`src/rtl/cfws_pkg.sv`:
```
// ----------------------------------------------------------------------------
// cfws_pkg
// Types, register indexes and constants shared by the converter supervisor.
// ----------------------------------------------------------------------------
package cfws_pkg;

  localparam int unsigned VoltW   = 14;
  localparam int unsigned CurrW   = 16;
  localparam int unsigned CountW  = 16;
  localparam int unsigned CfgIdxW = 3;
  localparam int unsigned CfgDatW = 16;

  localparam logic [CountW-1:0] CountMax = '1;

  // Boost phases in which the bus warning is armed
  localparam logic [3:0] BoostPhaseBusA = 4'd2;
  localparam logic [3:0] BoostPhaseBusB = 4'd3;

  // Fault and warning bit positions
  localparam int unsigned FltDclinkOv = 0;
  localparam int unsigned FltCellOc   = 1;
  localparam int unsigned FltCellOv   = 2;
  localparam int unsigned FltCellUv   = 3;
  localparam int unsigned WrnCellUv   = 0;
  localparam int unsigned WrnDclinkUv = 1;
  localparam int unsigned WrnBusErr   = 2;
  localparam int unsigned WrnFanStop  = 3;

  typedef enum logic [2:0] {
    MODE_PWM   = 3'd0,
    MODE_10MS  = 3'd1,
    MODE_100MS = 3'd2,
    MODE_1S    = 3'd3,
    MODE_FAN   = 3'd4
  } mode_e;

  typedef enum logic [CfgIdxW-1:0] {
    REG_DCLINK_OV    = 3'd0,
    REG_CELL_OC      = 3'd1,
    REG_CELL_OV      = 3'd2,
    REG_CELL_UV      = 3'd3,
    REG_DCLINK_UV    = 3'd4,
    REG_BUS_ERR_LIM  = 3'd5,
    REG_BUS_MIN_DCLK = 3'd6
  } reg_idx_e;

  typedef struct packed {
    logic [VoltW-1:0]  dclink_over_volt_limit;
    logic [CurrW-1:0]  cell_over_current_limit;
    logic [VoltW-1:0]  cell_over_volt_limit;
    logic [VoltW-1:0]  cell_under_volt_limit;
    logic [VoltW-1:0]  dclink_under_volt_limit;
    logic [CountW-1:0] bus_error_limit;
    logic [VoltW-1:0]  bus_warn_min_dclink;
  } cfg_t;

  localparam cfg_t CfgReset = '{
    dclink_over_volt_limit:  14'd8000,
    cell_over_current_limit: 16'd5000,
    cell_over_volt_limit:    14'd900,
    cell_under_volt_limit:   14'd440,
    dclink_under_volt_limit: 14'd3000,
    bus_error_limit:         16'd50,
    bus_warn_min_dclink:     14'd3400
  };

  typedef struct packed {
    mode_e            mode;
    logic             clear_request;
    logic [VoltW-1:0] dclink_volt_avg;
    logic [CurrW-1:0] cell_current_filtered;
    logic [VoltW-1:0] cell_volt_avg;
    logic [VoltW-1:0] cell_volt_now;
    logic [VoltW-1:0] dclink_volt_now;
    logic             boost_running;
    logic [3:0]       boost_phase;
    logic [2:0]       bus_last_error;
    logic             inverter_sequence_ok;
  } item_t;

  typedef struct packed {
    logic [3:0] fault_bits;
    logic       fault_active;
    logic [3:0] warn_bits;
    logic       warn_active;
    logic       converter_ready;
  } result_t;

endpackage

```
`src/rtl/cfws_if.sv`:
```
// ----------------------------------------------------------------------------
// cfws_if
// Channel interfaces of the converter supervisor: item in, result out, config.
// ----------------------------------------------------------------------------
interface cfws_in_if;
  logic        valid;
  logic        ready;
  logic [2:0]  mode;
  logic        clear_request;
  logic [13:0] dclink_volt_avg;
  logic signed [15:0] cell_current_filtered;
  logic [13:0] cell_volt_avg;
  logic [13:0] cell_volt_now;
  logic [13:0] dclink_volt_now;
  logic        boost_running;
  logic [3:0]  boost_phase;
  logic [2:0]  bus_last_error;
  logic        inverter_sequence_ok;

  modport source (
    output valid, mode, clear_request, dclink_volt_avg, cell_current_filtered,
           cell_volt_avg, cell_volt_now, dclink_volt_now, boost_running,
           boost_phase, bus_last_error, inverter_sequence_ok,
    input  ready
  );
  modport sink (
    input  valid, mode, clear_request, dclink_volt_avg, cell_current_filtered,
           cell_volt_avg, cell_volt_now, dclink_volt_now, boost_running,
           boost_phase, bus_last_error, inverter_sequence_ok,
    output ready
  );
endinterface

interface cfws_out_if;
  logic       valid;
  logic       ready;
  logic [3:0] fault_bits;
  logic       fault_active;
  logic [3:0] warn_bits;
  logic       warn_active;
  logic       converter_ready;

  modport source (
    output valid, fault_bits, fault_active, warn_bits, warn_active, converter_ready,
    input  ready
  );
  modport sink (
    input  valid, fault_bits, fault_active, warn_bits, warn_active, converter_ready,
    output ready
  );
endinterface

interface cfws_cfg_if;
  logic        valid;
  logic        ready;
  logic [2:0]  index;
  logic [15:0] data;

  modport source (output valid, index, data, input ready);
  modport sink (input valid, index, data, output ready);
endinterface

```
`src/rtl/cfws_cfg.sv`:
```
// ----------------------------------------------------------------------------
// cfws_cfg
// Threshold register file, written through the configuration channel.
// ----------------------------------------------------------------------------
module cfws_cfg (
  input  logic          clk_i,
  input  logic          rst_ni,
  cfws_cfg_if.sink      cfg_i,
  output cfws_pkg::cfg_t cfg_o
);

  cfws_pkg::cfg_t      cfg_q, cfg_d;
  cfws_pkg::reg_idx_e  idx;

  assign cfg_i.ready = 1'b1;
  assign idx         = cfws_pkg::reg_idx_e'(cfg_i.index);

  always_comb begin
    cfg_d = cfg_q;
    if (cfg_i.valid) begin
      unique case (idx)
        cfws_pkg::REG_DCLINK_OV:    cfg_d.dclink_over_volt_limit  = cfg_i.data[13:0];
        cfws_pkg::REG_CELL_OC:      cfg_d.cell_over_current_limit = cfg_i.data;
        cfws_pkg::REG_CELL_OV:      cfg_d.cell_over_volt_limit    = cfg_i.data[13:0];
        cfws_pkg::REG_CELL_UV:      cfg_d.cell_under_volt_limit   = cfg_i.data[13:0];
        cfws_pkg::REG_DCLINK_UV:    cfg_d.dclink_under_volt_limit = cfg_i.data[13:0];
        cfws_pkg::REG_BUS_ERR_LIM:  cfg_d.bus_error_limit         = cfg_i.data;
        cfws_pkg::REG_BUS_MIN_DCLK: cfg_d.bus_warn_min_dclink     = cfg_i.data[13:0];
        default: ; // drop writes beyond the register list
      endcase
    end
  end

  always_ff @(posedge clk_i or negedge rst_ni) begin
    if (!rst_ni) begin
      cfg_q <= cfws_pkg::CfgReset;
    end else begin
      cfg_q <= cfg_d;
    end
  end

  assign cfg_o = cfg_q;

endmodule

```
`src/rtl/cfws_core.sv`:
```
// ----------------------------------------------------------------------------
// cfws_core
// Fault latches, warning word and per-second counters; one event per advance.
// ----------------------------------------------------------------------------
module cfws_core (
  input  logic              clk_i,
  input  logic              rst_ni,
  input  logic              advance_i,
  input  cfws_pkg::item_t   item_i,
  input  cfws_pkg::cfg_t    cfg_i,
  output cfws_pkg::result_t result_o
);

  logic [3:0]                  fault_q, fault_d;
  logic                        fault_sum_q, fault_sum_d;
  logic [3:0]                  warn_q, warn_d;
  logic                        warn_sum_q, warn_sum_d;
  logic                        ready_q, ready_d;
  logic [cfws_pkg::CountW-1:0] bus_cnt_q, bus_cnt_d;
  logic [cfws_pkg::CountW-1:0] fan_cnt_q, fan_cnt_d;
  logic [3:0]                  warn_w;
  logic                        bus_phase_ok;

  assign bus_phase_ok = (item_i.boost_phase == cfws_pkg::BoostPhaseBusA) ||
                        (item_i.boost_phase == cfws_pkg::BoostPhaseBusB);

  always_comb begin
    fault_d     = fault_q;
    fault_sum_d = fault_sum_q;
    warn_d      = warn_q;
    warn_sum_d  = warn_sum_q;
    ready_d     = ready_q;
    bus_cnt_d   = bus_cnt_q;
    fan_cnt_d   = fan_cnt_q;
    warn_w      = '0;
    unique case (item_i.mode)
      cfws_pkg::MODE_PWM: begin
        if (item_i.clear_request) begin
          fault_d = '0;
        end
        if (item_i.dclink_volt_avg > cfg_i.dclink_over_volt_limit) begin
          fault_d[cfws_pkg::FltDclinkOv] = 1'b1;
        end
        if ($signed(item_i.cell_current_filtered) >
            $signed(cfg_i.cell_over_current_limit)) begin
          fault_d[cfws_pkg::FltCellOc] = 1'b1;
        end
        fault_sum_d = |fault_d;
        ready_d     = (fault_d == '0) && !warn_q[cfws_pkg::WrnCellUv] &&
                      item_i.inverter_sequence_ok;
      end
      cfws_pkg::MODE_10MS: begin
        if ((item_i.bus_last_error != '0) && (bus_cnt_q != cfws_pkg::CountMax)) begin
          bus_cnt_d = bus_cnt_q + 1'b1;
        end
      end
      cfws_pkg::MODE_100MS: begin
        if (item_i.cell_volt_avg > cfg_i.cell_over_volt_limit) begin
          fault_d[cfws_pkg::FltCellOv] = 1'b1;
        end
        if ((item_i.cell_volt_avg < cfg_i.cell_under_volt_limit) && item_i.boost_running) begin
          fault_d[cfws_pkg::FltCellUv] = 1'b1;
        end
      end
      cfws_pkg::MODE_1S: begin
        warn_w[cfws_pkg::WrnCellUv] = item_i.cell_volt_now < cfg_i.cell_under_volt_limit;
        warn_w[cfws_pkg::WrnDclinkUv] =
          (item_i.dclink_volt_now < cfg_i.dclink_under_volt_limit) && item_i.boost_running;
        warn_w[cfws_pkg::WrnBusErr] = (bus_cnt_q > cfg_i.bus_error_limit) && bus_phase_ok &&
                                      (item_i.dclink_volt_avg > cfg_i.bus_warn_min_dclink);
        warn_w[cfws_pkg::WrnFanStop] = (fan_cnt_q == '0);
        // restart both per-second counts
        bus_cnt_d  = '0;
        fan_cnt_d  = '0;
        warn_d     = warn_w;
        warn_sum_d = |warn_w;
      end
      cfws_pkg::MODE_FAN: begin
        if (fan_cnt_q != cfws_pkg::CountMax) begin
          fan_cnt_d = fan_cnt_q + 1'b1;
        end
      end
      default: ; // unused modes hold the state
    endcase
  end

  always_ff @(posedge clk_i or negedge rst_ni) begin
    if (!rst_ni) begin
      fault_q     <= '0;
      fault_sum_q <= 1'b0;
      warn_q      <= '0;
      warn_sum_q  <= 1'b0;
      ready_q     <= 1'b0;
      bus_cnt_q   <= '0;
      fan_cnt_q   <= '0;
    end else if (advance_i) begin
      fault_q     <= fault_d;
      fault_sum_q <= fault_sum_d;
      warn_q      <= warn_d;
      warn_sum_q  <= warn_sum_d;
      ready_q     <= ready_d;
      bus_cnt_q   <= bus_cnt_d;
      fan_cnt_q   <= fan_cnt_d;
    end
  end

  assign result_o.fault_bits      = fault_d;
  assign result_o.fault_active    = fault_sum_d;
  assign result_o.warn_bits       = warn_d;
  assign result_o.warn_active     = warn_sum_d;
  assign result_o.converter_ready = ready_d;

endmodule

```
`src/rtl/converter_fault_warning_supervisor.sv`:
```
// ----------------------------------------------------------------------------
// converter_fault_warning_supervisor
// Fault and warning supervisor for a fuel-cell DC-DC converter.
//
//   Channel  Direction  Handshake          Carries
//   in_i     sink       valid / ready      event mode, clear request, measurements
//   out_o    source     valid / ready      fault bits, warning bits, summary flags
//   cfg_i    sink       valid / ready=1    register index, write data
//
// Each event yields one result: the input register holds the event while the
// state update is evaluated, then the result register holds the result.
// Sustained rate is one event per cycle while out_o takes results. Reset clears
// all latches and counters and loads the default thresholds. A stalled result
// register holds the input register; in_i.ready drops only when both are full.
// ----------------------------------------------------------------------------
module converter_fault_warning_supervisor (
  input  logic      clk_i,
  input  logic      rst_ni,
  cfws_in_if.sink   in_i,
  cfws_out_if.source out_o,
  cfws_cfg_if.sink  cfg_i
);

  cfws_pkg::cfg_t    cfg;
  cfws_pkg::item_t   item_q, item_d;
  cfws_pkg::result_t res_q, res_d;
  logic              in_valid_q, out_valid_q;
  logic              advance, in_take;

  assign advance     = in_valid_q && (!out_valid_q || out_o.ready);
  assign in_i.ready  = !in_valid_q || advance;
  assign in_take     = in_i.valid && in_i.ready;

  assign item_d.mode                  = cfws_pkg::mode_e'(in_i.mode);
  assign item_d.clear_request         = in_i.clear_request;
  assign item_d.dclink_volt_avg       = in_i.dclink_volt_avg;
  assign item_d.cell_current_filtered = in_i.cell_current_filtered;
  assign item_d.cell_volt_avg         = in_i.cell_volt_avg;
  assign item_d.cell_volt_now         = in_i.cell_volt_now;
  assign item_d.dclink_volt_now       = in_i.dclink_volt_now;
  assign item_d.boost_running         = in_i.boost_running;
  assign item_d.boost_phase           = in_i.boost_phase;
  assign item_d.bus_last_error        = in_i.bus_last_error;
  assign item_d.inverter_sequence_ok  = in_i.inverter_sequence_ok;

  cfws_cfg u_cfg (
    .clk_i  (clk_i),
    .rst_ni (rst_ni),
    .cfg_i  (cfg_i),
    .cfg_o  (cfg)
  );

  cfws_core u_core (
    .clk_i     (clk_i),
    .rst_ni    (rst_ni),
    .advance_i (advance),
    .item_i    (item_q),
    .cfg_i     (cfg),
    .result_o  (res_d)
  );

  always_ff @(posedge clk_i or negedge rst_ni) begin
    if (!rst_ni) begin
      in_valid_q  <= 1'b0;
      out_valid_q <= 1'b0;
    end else begin
      if (in_take) begin
        in_valid_q <= 1'b1;
      end else if (advance) begin
        in_valid_q <= 1'b0;
      end
      if (advance) begin
        out_valid_q <= 1'b1;
      end else if (out_o.ready) begin
        out_valid_q <= 1'b0;
      end
    end
  end

  // payload registers
  always_ff @(posedge clk_i) begin
    if (in_take) begin
      item_q <= item_d;
    end
    if (advance) begin
      res_q <= res_d;
    end
  end

  assign out_o.valid           = out_valid_q;
  assign out_o.fault_bits      = res_q.fault_bits;
  assign out_o.fault_active    = res_q.fault_active;
  assign out_o.warn_bits       = res_q.warn_bits;
  assign out_o.warn_active     = res_q.warn_active;
  assign out_o.converter_ready = res_q.converter_ready;

endmodule

```
`src/flat_wrapper.sv`:
```
// flat-port wrapper written by rule: the top's interface ports become plain ports
module converter_fault_warning_supervisor_flat 
  (clk_i, rst_ni, in_i_valid, in_i_mode, in_i_clear_request, in_i_dclink_volt_avg, in_i_cell_current_filtered, in_i_cell_volt_avg, in_i_cell_volt_now, in_i_dclink_volt_now, in_i_boost_running, in_i_boost_phase, in_i_bus_last_error, in_i_inverter_sequence_ok, in_i_ready, out_o_valid, out_o_fault_bits, out_o_fault_active, out_o_warn_bits, out_o_warn_active, out_o_converter_ready, out_o_ready, cfg_i_valid, cfg_i_index, cfg_i_data, cfg_i_ready);
  cfws_in_if in_i_i ();
  cfws_out_if out_o_i ();
  cfws_cfg_if cfg_i_i ();
  input  logic clk_i;
  input  logic rst_ni;
  input wire logic [$bits(in_i_i.valid)-1:0] in_i_valid;
  input wire logic [$bits(in_i_i.mode)-1:0] in_i_mode;
  input wire logic [$bits(in_i_i.clear_request)-1:0] in_i_clear_request;
  input wire logic [$bits(in_i_i.dclink_volt_avg)-1:0] in_i_dclink_volt_avg;
  input wire logic [$bits(in_i_i.cell_current_filtered)-1:0] in_i_cell_current_filtered;
  input wire logic [$bits(in_i_i.cell_volt_avg)-1:0] in_i_cell_volt_avg;
  input wire logic [$bits(in_i_i.cell_volt_now)-1:0] in_i_cell_volt_now;
  input wire logic [$bits(in_i_i.dclink_volt_now)-1:0] in_i_dclink_volt_now;
  input wire logic [$bits(in_i_i.boost_running)-1:0] in_i_boost_running;
  input wire logic [$bits(in_i_i.boost_phase)-1:0] in_i_boost_phase;
  input wire logic [$bits(in_i_i.bus_last_error)-1:0] in_i_bus_last_error;
  input wire logic [$bits(in_i_i.inverter_sequence_ok)-1:0] in_i_inverter_sequence_ok;
  output wire logic [$bits(in_i_i.ready)-1:0] in_i_ready;
  output wire logic [$bits(out_o_i.valid)-1:0] out_o_valid;
  output wire logic [$bits(out_o_i.fault_bits)-1:0] out_o_fault_bits;
  output wire logic [$bits(out_o_i.fault_active)-1:0] out_o_fault_active;
  output wire logic [$bits(out_o_i.warn_bits)-1:0] out_o_warn_bits;
  output wire logic [$bits(out_o_i.warn_active)-1:0] out_o_warn_active;
  output wire logic [$bits(out_o_i.converter_ready)-1:0] out_o_converter_ready;
  input wire logic [$bits(out_o_i.ready)-1:0] out_o_ready;
  input wire logic [$bits(cfg_i_i.valid)-1:0] cfg_i_valid;
  input wire logic [$bits(cfg_i_i.index)-1:0] cfg_i_index;
  input wire logic [$bits(cfg_i_i.data)-1:0] cfg_i_data;
  output wire logic [$bits(cfg_i_i.ready)-1:0] cfg_i_ready;
  assign in_i_i.valid = in_i_valid;
  assign in_i_i.mode = in_i_mode;
  assign in_i_i.clear_request = in_i_clear_request;
  assign in_i_i.dclink_volt_avg = in_i_dclink_volt_avg;
  assign in_i_i.cell_current_filtered = in_i_cell_current_filtered;
  assign in_i_i.cell_volt_avg = in_i_cell_volt_avg;
  assign in_i_i.cell_volt_now = in_i_cell_volt_now;
  assign in_i_i.dclink_volt_now = in_i_dclink_volt_now;
  assign in_i_i.boost_running = in_i_boost_running;
  assign in_i_i.boost_phase = in_i_boost_phase;
  assign in_i_i.bus_last_error = in_i_bus_last_error;
  assign in_i_i.inverter_sequence_ok = in_i_inverter_sequence_ok;
  assign in_i_ready = in_i_i.ready;
  assign out_o_valid = out_o_i.valid;
  assign out_o_fault_bits = out_o_i.fault_bits;
  assign out_o_fault_active = out_o_i.fault_active;
  assign out_o_warn_bits = out_o_i.warn_bits;
  assign out_o_warn_active = out_o_i.warn_active;
  assign out_o_converter_ready = out_o_i.converter_ready;
  assign out_o_i.ready = out_o_ready;
  assign cfg_i_i.valid = cfg_i_valid;
  assign cfg_i_i.index = cfg_i_index;
  assign cfg_i_i.data = cfg_i_data;
  assign cfg_i_ready = cfg_i_i.ready;
  converter_fault_warning_supervisor u_core (.clk_i(clk_i), .rst_ni(rst_ni), .in_i(in_i_i), .out_o(out_o_i), .cfg_i(cfg_i_i));
endmodule
```
`config.mk`:
```
export PLATFORM = sky130hd
export DESIGN_NAME = converter_fault_warning_supervisor_flat
export DESIGN_NICKNAME = d
export VERILOG_FILES = /design/src/rtl/cfws_pkg.sv /design/src/rtl/cfws_if.sv /design/src/rtl/cfws_cfg.sv /design/src/rtl/cfws_core.sv /design/src/rtl/converter_fault_warning_supervisor.sv /design/src/flat_wrapper.sv
export SDC_FILE = /design/constraint.sdc
export NUM_CORES = 1
export LEC_CHECK = 0
export ABC_CLOCK_PERIOD_IN_PS = 2600
export BUFFER_PORTS_ARGS = -buffer_cell sky130_fd_sc_hd__buf_2
export CORE_ASPECT_RATIO = 2
export CORE_UTILIZATION = 54
export CTS_CLUSTER_SIZE = 12
export DETAILED_ROUTE_END_ITERATION = 12
export GPL_TIMING_DRIVEN = 0
export PLACE_DENSITY = 0.77
export SYNTH_ARGS = -nofsm -noshare
export SYNTH_HDL_FRONTEND = slang
export SYNTH_HIERARCHICAL = 1
export SYNTH_SLANG_ARGS = --single-unit
```
`constraint.sdc`:
```
create_clock -name clk_i -period 2.6 [get_ports clk_i]
set_clock_uncertainty 0.15 [all_clocks]
set_input_delay 0.52 -clock clk_i [delete_from_list [all_inputs] [get_ports clk_i]]
set_output_delay 0.52 -clock clk_i [all_outputs]
set_load 0.05 [all_outputs]
```
==> qor.yml, run 1 <==
floorplan:
  start_util: 0.5484
  num_rows: 77
  fp.dieArea_mm2: 0.02295
  ioPinCount: 123
  die_h_um: 213.2
  core_mm2: 0.02197
  die_w_um: 107.6
cts:
  htreeDepth: 1
  cts-root-buf: "clkbuf_16"
  clock_sinks: 242
  cts_tree: "built"
  insertion_delay_ns: 0.53
  cts_inserted_buffers: 24
  clk_pin_slew_ns: 0.06
  clock_path_buffers: 3
placement:
  port-buffer-count: 120
  place_hpwl_mm: 19.32
  routabilityCongestion: 0.8665
pwr:
  peakVddDrop_v: 0.0006122
  comb_power_share: 0.220
  p_int_uw: 7520
  power_uw: 10480
  p_leak_uw: 0.006294
  clkPwrFrac: 0.305
  p_sw_uw: 2958
  powerDensity_mw_per_mm2: 739.9
  sw_frac_of_total: 0.2823
  p_seq_frac: 0.475
worst_hold_path:
  min_from: "in_i_cell_current_filtered[0]"
  min_to: "u_core/item_q[51]"
  holdCritPathClass: "in2reg"
  hold_depth: 1
cells_and_area:
  layout-drive-gt1-share: 0.3003
  antenna_cells: 0
  multiInputGateArea_mm2: 0.005117
  final_nets: 1369
  area_growth_syn_to_layout_pct: 17.56
  regArea_mm2: 0.006576
  post-route-util: 0.6447
  n_fill_cell: 1680
grt:
  grt_max_degree: 102
  gr-max-usage-layer: "met2"
  met2_usage: 0.4518
  use_met1: 0.2427
  grt_pass1_wl_mm: 42.16
  grt_usage: 0.2441
  antenna_found_initial: 1
  grt_pass1_vias: 8636
  globalRouteOverflowTotal: 0
  use_met3: 0.03541
sta:
  finalCritPeriodShare: 1.010
  max_freq_ghz: 0.3810
  grt_setup_unrepaired: "true"
  setup_tns_ns: -0.02500
  finalCriticalPeriod_ns: 2.625
  slew_headroom: 0.2021
  setup-violations-final: 1
  fin_ws_ns: -0.02500
  worst_pin_slew_ns: 1.197
  final-hold-violation-count: 0
  finalMaxSlewViolations: 0
drt:
  postRouteAntennaNets: 0
  via_count: 8088
  wl_mm: 27.07
  dr.pass1.iters: 5
  vias_per_cell: 5.624
  drt-initial-drc-count: 298
  wire_per_inst_um: 18.82
  drc_errors: 0
outcome:
  violations: "negative setup slack"
  outcome: "finished with violations"
synth:
  syn_avg_cell_area_um2: 12.37
  synth.net_count: 1199
  synthCells: 974
  syn_area_mm2: 0.01205
  ys_warn_count: 6
worst_setup_path:
  critPathLaunchType: "flip-flop"
  reg2reg_slack_ns: -0.03
  worstPathArrival_ns: 2.86
  crit_type: "reg2reg"
  cp_max_fo: 4
  r2r-end: "u_core/u_core/ready_q"
  timing.rr.start: "u_core/u_cfg/cfg_o[81]"
  endpoint_kind: "flip-flop"
  cp_data_required_time_ns: 2.84
  worst-r2r-cell-count: 8
job:
  drv_cap: 0
-- sequential cells by signal (all words and copies together) (netlist names) --
| name | count |
|---|---|
| u_core/u_core/fault_q | 4 |
| u_core/u_core/bus_cnt_q | 16 |
| u_core/u_core/warn_q | 4 |
| u_core/u_core/ready_q | 1 |
| u_core/out_o.valid | 1 |
| u_core/in_valid_q | 1 |
| u_core/u_cfg/cfg_o | 102 |
| u_core/item_q | 84 |
| u_core/out_o.warn_active | 1 |
| u_core/out_o.fault_bits | 4 |
| u_core/u_core/warn_sum_q | 1 |
| u_core/out_o.warn_bits | 4 |
| u_core/out_o.fault_active | 1 |
| u_core/u_core/fault_sum_q | 1 |
| u_core/out_o.converter_ready | 1 |
| u_core/u_core/fan_cnt_q | 16 |
-- worst max-delay path by stage --
| stage | cells past startpoint | endpoint | startpoint |
|---|---|---|---|
| 2_1_floorplan | 9 | u_core/out_o.converter_ready | u_core/u_cfg/cfg_o[81] |
| 3_3_place_gp | 1 | u_core/out_o.valid | rst_ni |
| 3_5_place_dp | 9 | u_core/out_o.fault_active | u_core/u_cfg/cfg_o[81] |
| 4_1_cts | 8 | u_core/out_o.converter_ready | u_core/u_cfg/cfg_o[81] |
| 5_1_grt | 8 | u_core/u_core/ready_q | u_core/u_cfg/cfg_o[81] |
| 6_report | 8 | u_core/u_core/ready_q | u_core/u_cfg/cfg_o[81] |
-- through the flow --
step                      instances  hold WS (ns)  area [um2]  setup slack [ns]
after floorplan                 974       0.07441       12050           0.02889
after global placement         1370        0.3108       13000            -1.543
after detailed placement       1371        0.3207       13030           -0.4777
after CTS                      1431     0.0001288       14010          -0.03842
after global routing           1438      0.006120       14160          -0.08668
final                          1438       0.02195       14160          -0.02500
-- area by class of cell --
| cell class | instances | area share |
|---|---|---|
| Sequential cell | 242 | 0.4644 |
| Multi-Input combinational cell | 596 | 0.3613 |
| Timing Repair Buffer | 147 | 0.06149 |
| Clock buffer | 43 | 0.04965 |
| Inverter | 117 | 0.03101 |
| Tap cell | 276 | 0.02438 |
| Buffer | 16 | 0.007421 |
| Clock inverter | 1 | 0.0003534 |
-- critical path, cell delays in order (launching register included) --
cell       delay [ns]
dfstp_2          0.53
inv_2            0.04
ha_4             0.21
a21o_1           0.15
a221o_1          0.35
o2bb2ai_4        0.15
nor4_4           0.35
o31ai_4          0.14
o41ai_1          0.42
-- routing by layer --
| metal | up-vias | routed length (um) |
|---|---|---|
| met1 | 3925 | 9372 |
| met5 | - | 0 |
| met3 | 102 | 1189 |
| li1 | 3835 | - |
| met4 | 0 | 1978 |
| met2 | 226 | 14530 |
-- power by group through the flow --
stage | clock network, uW | registers, uW | logic (uW)
CTS | 3270 | 4970 | 2230
floorplan | 0 | 5030 | 1440
global placement | 0 | 5010 | 2010
finish | 3190 | 4980 | 2310
global route | 3410 | 5050 | 2580
detailed placement | 0 | 5040 | 2140
-- repair_timing --
item / 4_1_cts / 5_1_grt
hold buffers: 15 / 0
setup buffers: 3 / 8
hold endpoints to repair: 40 / 0
pin swaps: 12 / 11
endpoints found under the setup margin: 15 / 11
resized for setup: 18 / 19
-- layout by cell type (no fill, tap or decap), types with 3 or more instances in the layout --
| master | count |
|---|---|
| nand2_1 | 45 |
| a21oi_1 | 36 |
| inv_2 | 4 |
| inv_1 | 113 |
| or3_1 | 7 |
| xnor2_1 | 11 |
| buf_6 | 5 |
| buf_4 | 14 |
| nand3_1 | 20 |
| nor3_2 | 3 |
| nand4_1 | 27 |
| o21a_1 | 6 |
| nor2_1 | 51 |
| o221ai_1 | 3 |
| dfstp_2 | 35 |
| nor3_1 | 11 |
| and4_4 | 3 |
| xor2_1 | 14 |
| nand2b_1 | 11 |
| edfxtp_1 | 95 |
| dlygate4sd3_1 | 15 |
| o21ai_0 | 30 |
| nor2b_1 | 7 |
| o31a_1 | 3 |
| a211oi_1 | 5 |
| nor4_1 | 3 |
| dfrtp_1 | 111 |
| ha_1 | 111 |
| mux2_2 | 100 |
| o211ai_1 | 3 |
| buf_2 | 125 |
| a21o_1 | 12 |
| clkbuf_1 | 20 |
| clkbuf_16 | 25 |
| ha_4 | 5 |
Note: power is estimated with default switching activity, not from simulation.
==> run 2: changes to the inputs <==
PLACE_DENSITY = 0.84   (was 0.77)
==> qor.yml, run 2 (same netlist as run 1, synthesis figures left out) <==
drt:
  drt-initial-drc-count: 439
  via_count: 8267
  vias_per_cell: 5.785
  postRouteAntennaNets: 0
  wire_per_inst_um: 19.45
  wl_mm: 27.79
  dr.pass1.iters: 8
  drc_errors: 0
sta:
  worst_pin_slew_ns: 1.136
  final-hold-violation-count: 0
  finalMaxSlewViolations: 0
  grt_setup_unrepaired: "true"
  setup-violations-final: 5
  max_freq_ghz: 0.3714
  finalCriticalPeriod_ns: 2.693
  fin_ws_ns: -0.09272
  slew_headroom: 0.2428
  finalCritPeriodShare: 1.036
cts:
  cts_tree: "built"
  htreeDepth: 1
  insertion_delay_ns: 0.53
  cts-root-buf: "clkbuf_16"
  clock_sinks: 242
  cts_inserted_buffers: 24
  clk_pin_slew_ns: 0.06
  clock_path_buffers: 3
cells_and_area:
  largest_register_ffs: 102
  final_cell_mix: "buf_2 (125), inv_1 (112), ha_1 (112)"
  area_growth_syn_to_layout_pct: 16.87
  multiInputGateArea_mm2: 0.005132
  final_area_mm2: 0.01408
  n_fill_cell: 1636
  layout-drive-gt1-share: 0.3038
  final_nets: 1359
  final_common_cell: "buf_2"
  regArea_mm2: 0.006576
pwr:
  p_sw_uw: 3034
  power_uw: 10530
  sw_frac_of_total: 0.2882
  comb_power_share: 0.224
  powerDensity_mw_per_mm2: 747.7
  p_seq_frac: 0.474
  clkPwrFrac: 0.302
  p_leak_uw: 0.006244
  peakVddDrop_v: 0.0006324
  p_int_uw: 7493
worst_setup_path:
  cp_data_required_time_ns: 2.84
  crit_type: "reg2reg"
  path_cells: "ha_1 -> and2_1 -> a221o_1 -> o2bb2ai_4 -> o31a_1 -> o31ai_4 -> buf_4 -> o21a_1"
  worstPathArrival_ns: 2.93
  endpoint_kind: "flip-flop"
  crit_slowest_cell: "edfxtp_1"
  cp_max_fo: 4
  cpPeakStageDelay_ns: 0.41
  reg2reg_slack_ns: -0.09
  worst-r2r-cell-count: 8
  critPathLaunchType: "flip-flop"
outcome:
  outcome: "finished with violations"
  violations: "negative setup slack"
placement:
  port-buffer-count: 120
  dpl_cell_area_mm2: 0.01303
  routabilityCongestion: 0.8699
  dp_slack_ns: -0.5145
  place_hpwl_mm: 19.63
grt:
  grt_max_degree: 98
  globalRouteOverflowTotal: 0
  grt_usage: 0.2487
  grt_pass1_wl_mm: 42.97
  grt_pass1_vias: 8733
  antenna_found_initial: 0
floorplan:
  die_w_um: 107.6
  start_util: 0.5484
  ioPinCount: 123
  die_h_um: 213.2
  fp.dieArea_mm2: 0.02295
  num_rows: 77
  core_mm2: 0.02197
job:
  drv_cap: 0
worst_hold_path:
  hold_depth: 1
  holdCritPathClass: "in2reg"
## run 2: cell count changes in the layout (fill, tap and decap cells not counted), sizes merged
| cell | change |
|---|---|
| dlygate4sd3 | -7 |
| diode | +1 |
| clkbuf | -1 |
| buf | -3 |
| clkinv | +1 |
## run 2: through the flow
stage	setup TNS (ns)	std cells	hold slack [ns]	utilization
2_1_floorplan	0	974	0.07441	-
3_3_place_gp	-148.22	1370	0.3048	0.5918
3_5_place_dp	-4.667	1371	0.3261	0.5934
4_1_cts	-0.2743	1424	0.0003226	0.6340
5_1_grt	-0.5002	1428	0.0004036	0.6408
6_report	-0.2541	1429	0.01440	0.6409
## run 2: worst max-delay path, delay by kind of cell (launching register included)
family,cells,cell delay (ns)
and+or+nand+nor,1,0.21
adders and majority gates,1,0.34
AOI/OAI and AO/OA,5,1.27
buffers and inverters,1,0.17
DFF,1,0.41
## run 2: power by group through the flow
stage	Sequential (uW)	Combinational, uW	Clock [uW]
6_report	4990	2360	3180
5_1_grt	5060	2610	3400
4_1_cts	4980	2250	3240
3_3_place_gp	5010	2000	0
3_5_place_dp	5040	2160	0
2_1_floorplan	5030	1440	0
## run 2: timing repair
action | 4_1_cts | 5_1_grt
hold endpoints to repair | 41 | 3
setup endpoints to repair | 11 | 15
setup buffers | 5 | 4
hold buffers | 5 | 3
pin swaps | 11 | 25
resized for setup | 16 | 25
## run 2: cell type report
type,instances,share of cell area
flip-flops and latches,242,0.4671
multi-input cells,596,0.3646
repair buffers,138,0.05581
clock buffers,42,0.04897
inverters,117,0.03119
well taps,276,0.02453
plain buffers,15,0.006932
clock inverters,2,0.0007110
diodes,1,0.0001777
## run 2: per-layer routing
metal	track usage	share of wire	wire length [um]
met2	0.4609	0.55	15220
met1	0.2575	0.34	9586
met4	0.1615	0.061	1704
met3	0.03205	0.046	1277
met5	0	0	0
## run 2: path summary, 6_finish.rpt
path,to,startpoint
worst max-delay path,u_core/out_o.fault_bits[1],u_core/item_q[62]
worst min-delay path,u_core/item_q[0],in_i_inverter_sequence_ok
worst max register to register,u_core/out_o.fault_bits[1],u_core/item_q[62]
worst min register to register,u_core/u_cfg/cfg_o[68],u_core/u_cfg/cfg_o[68]
max in group asynchronous,u_core/u_cfg/cfg_o[38],rst_ni
min in group asynchronous,u_core/u_core/bus_cnt_q[11],rst_ni
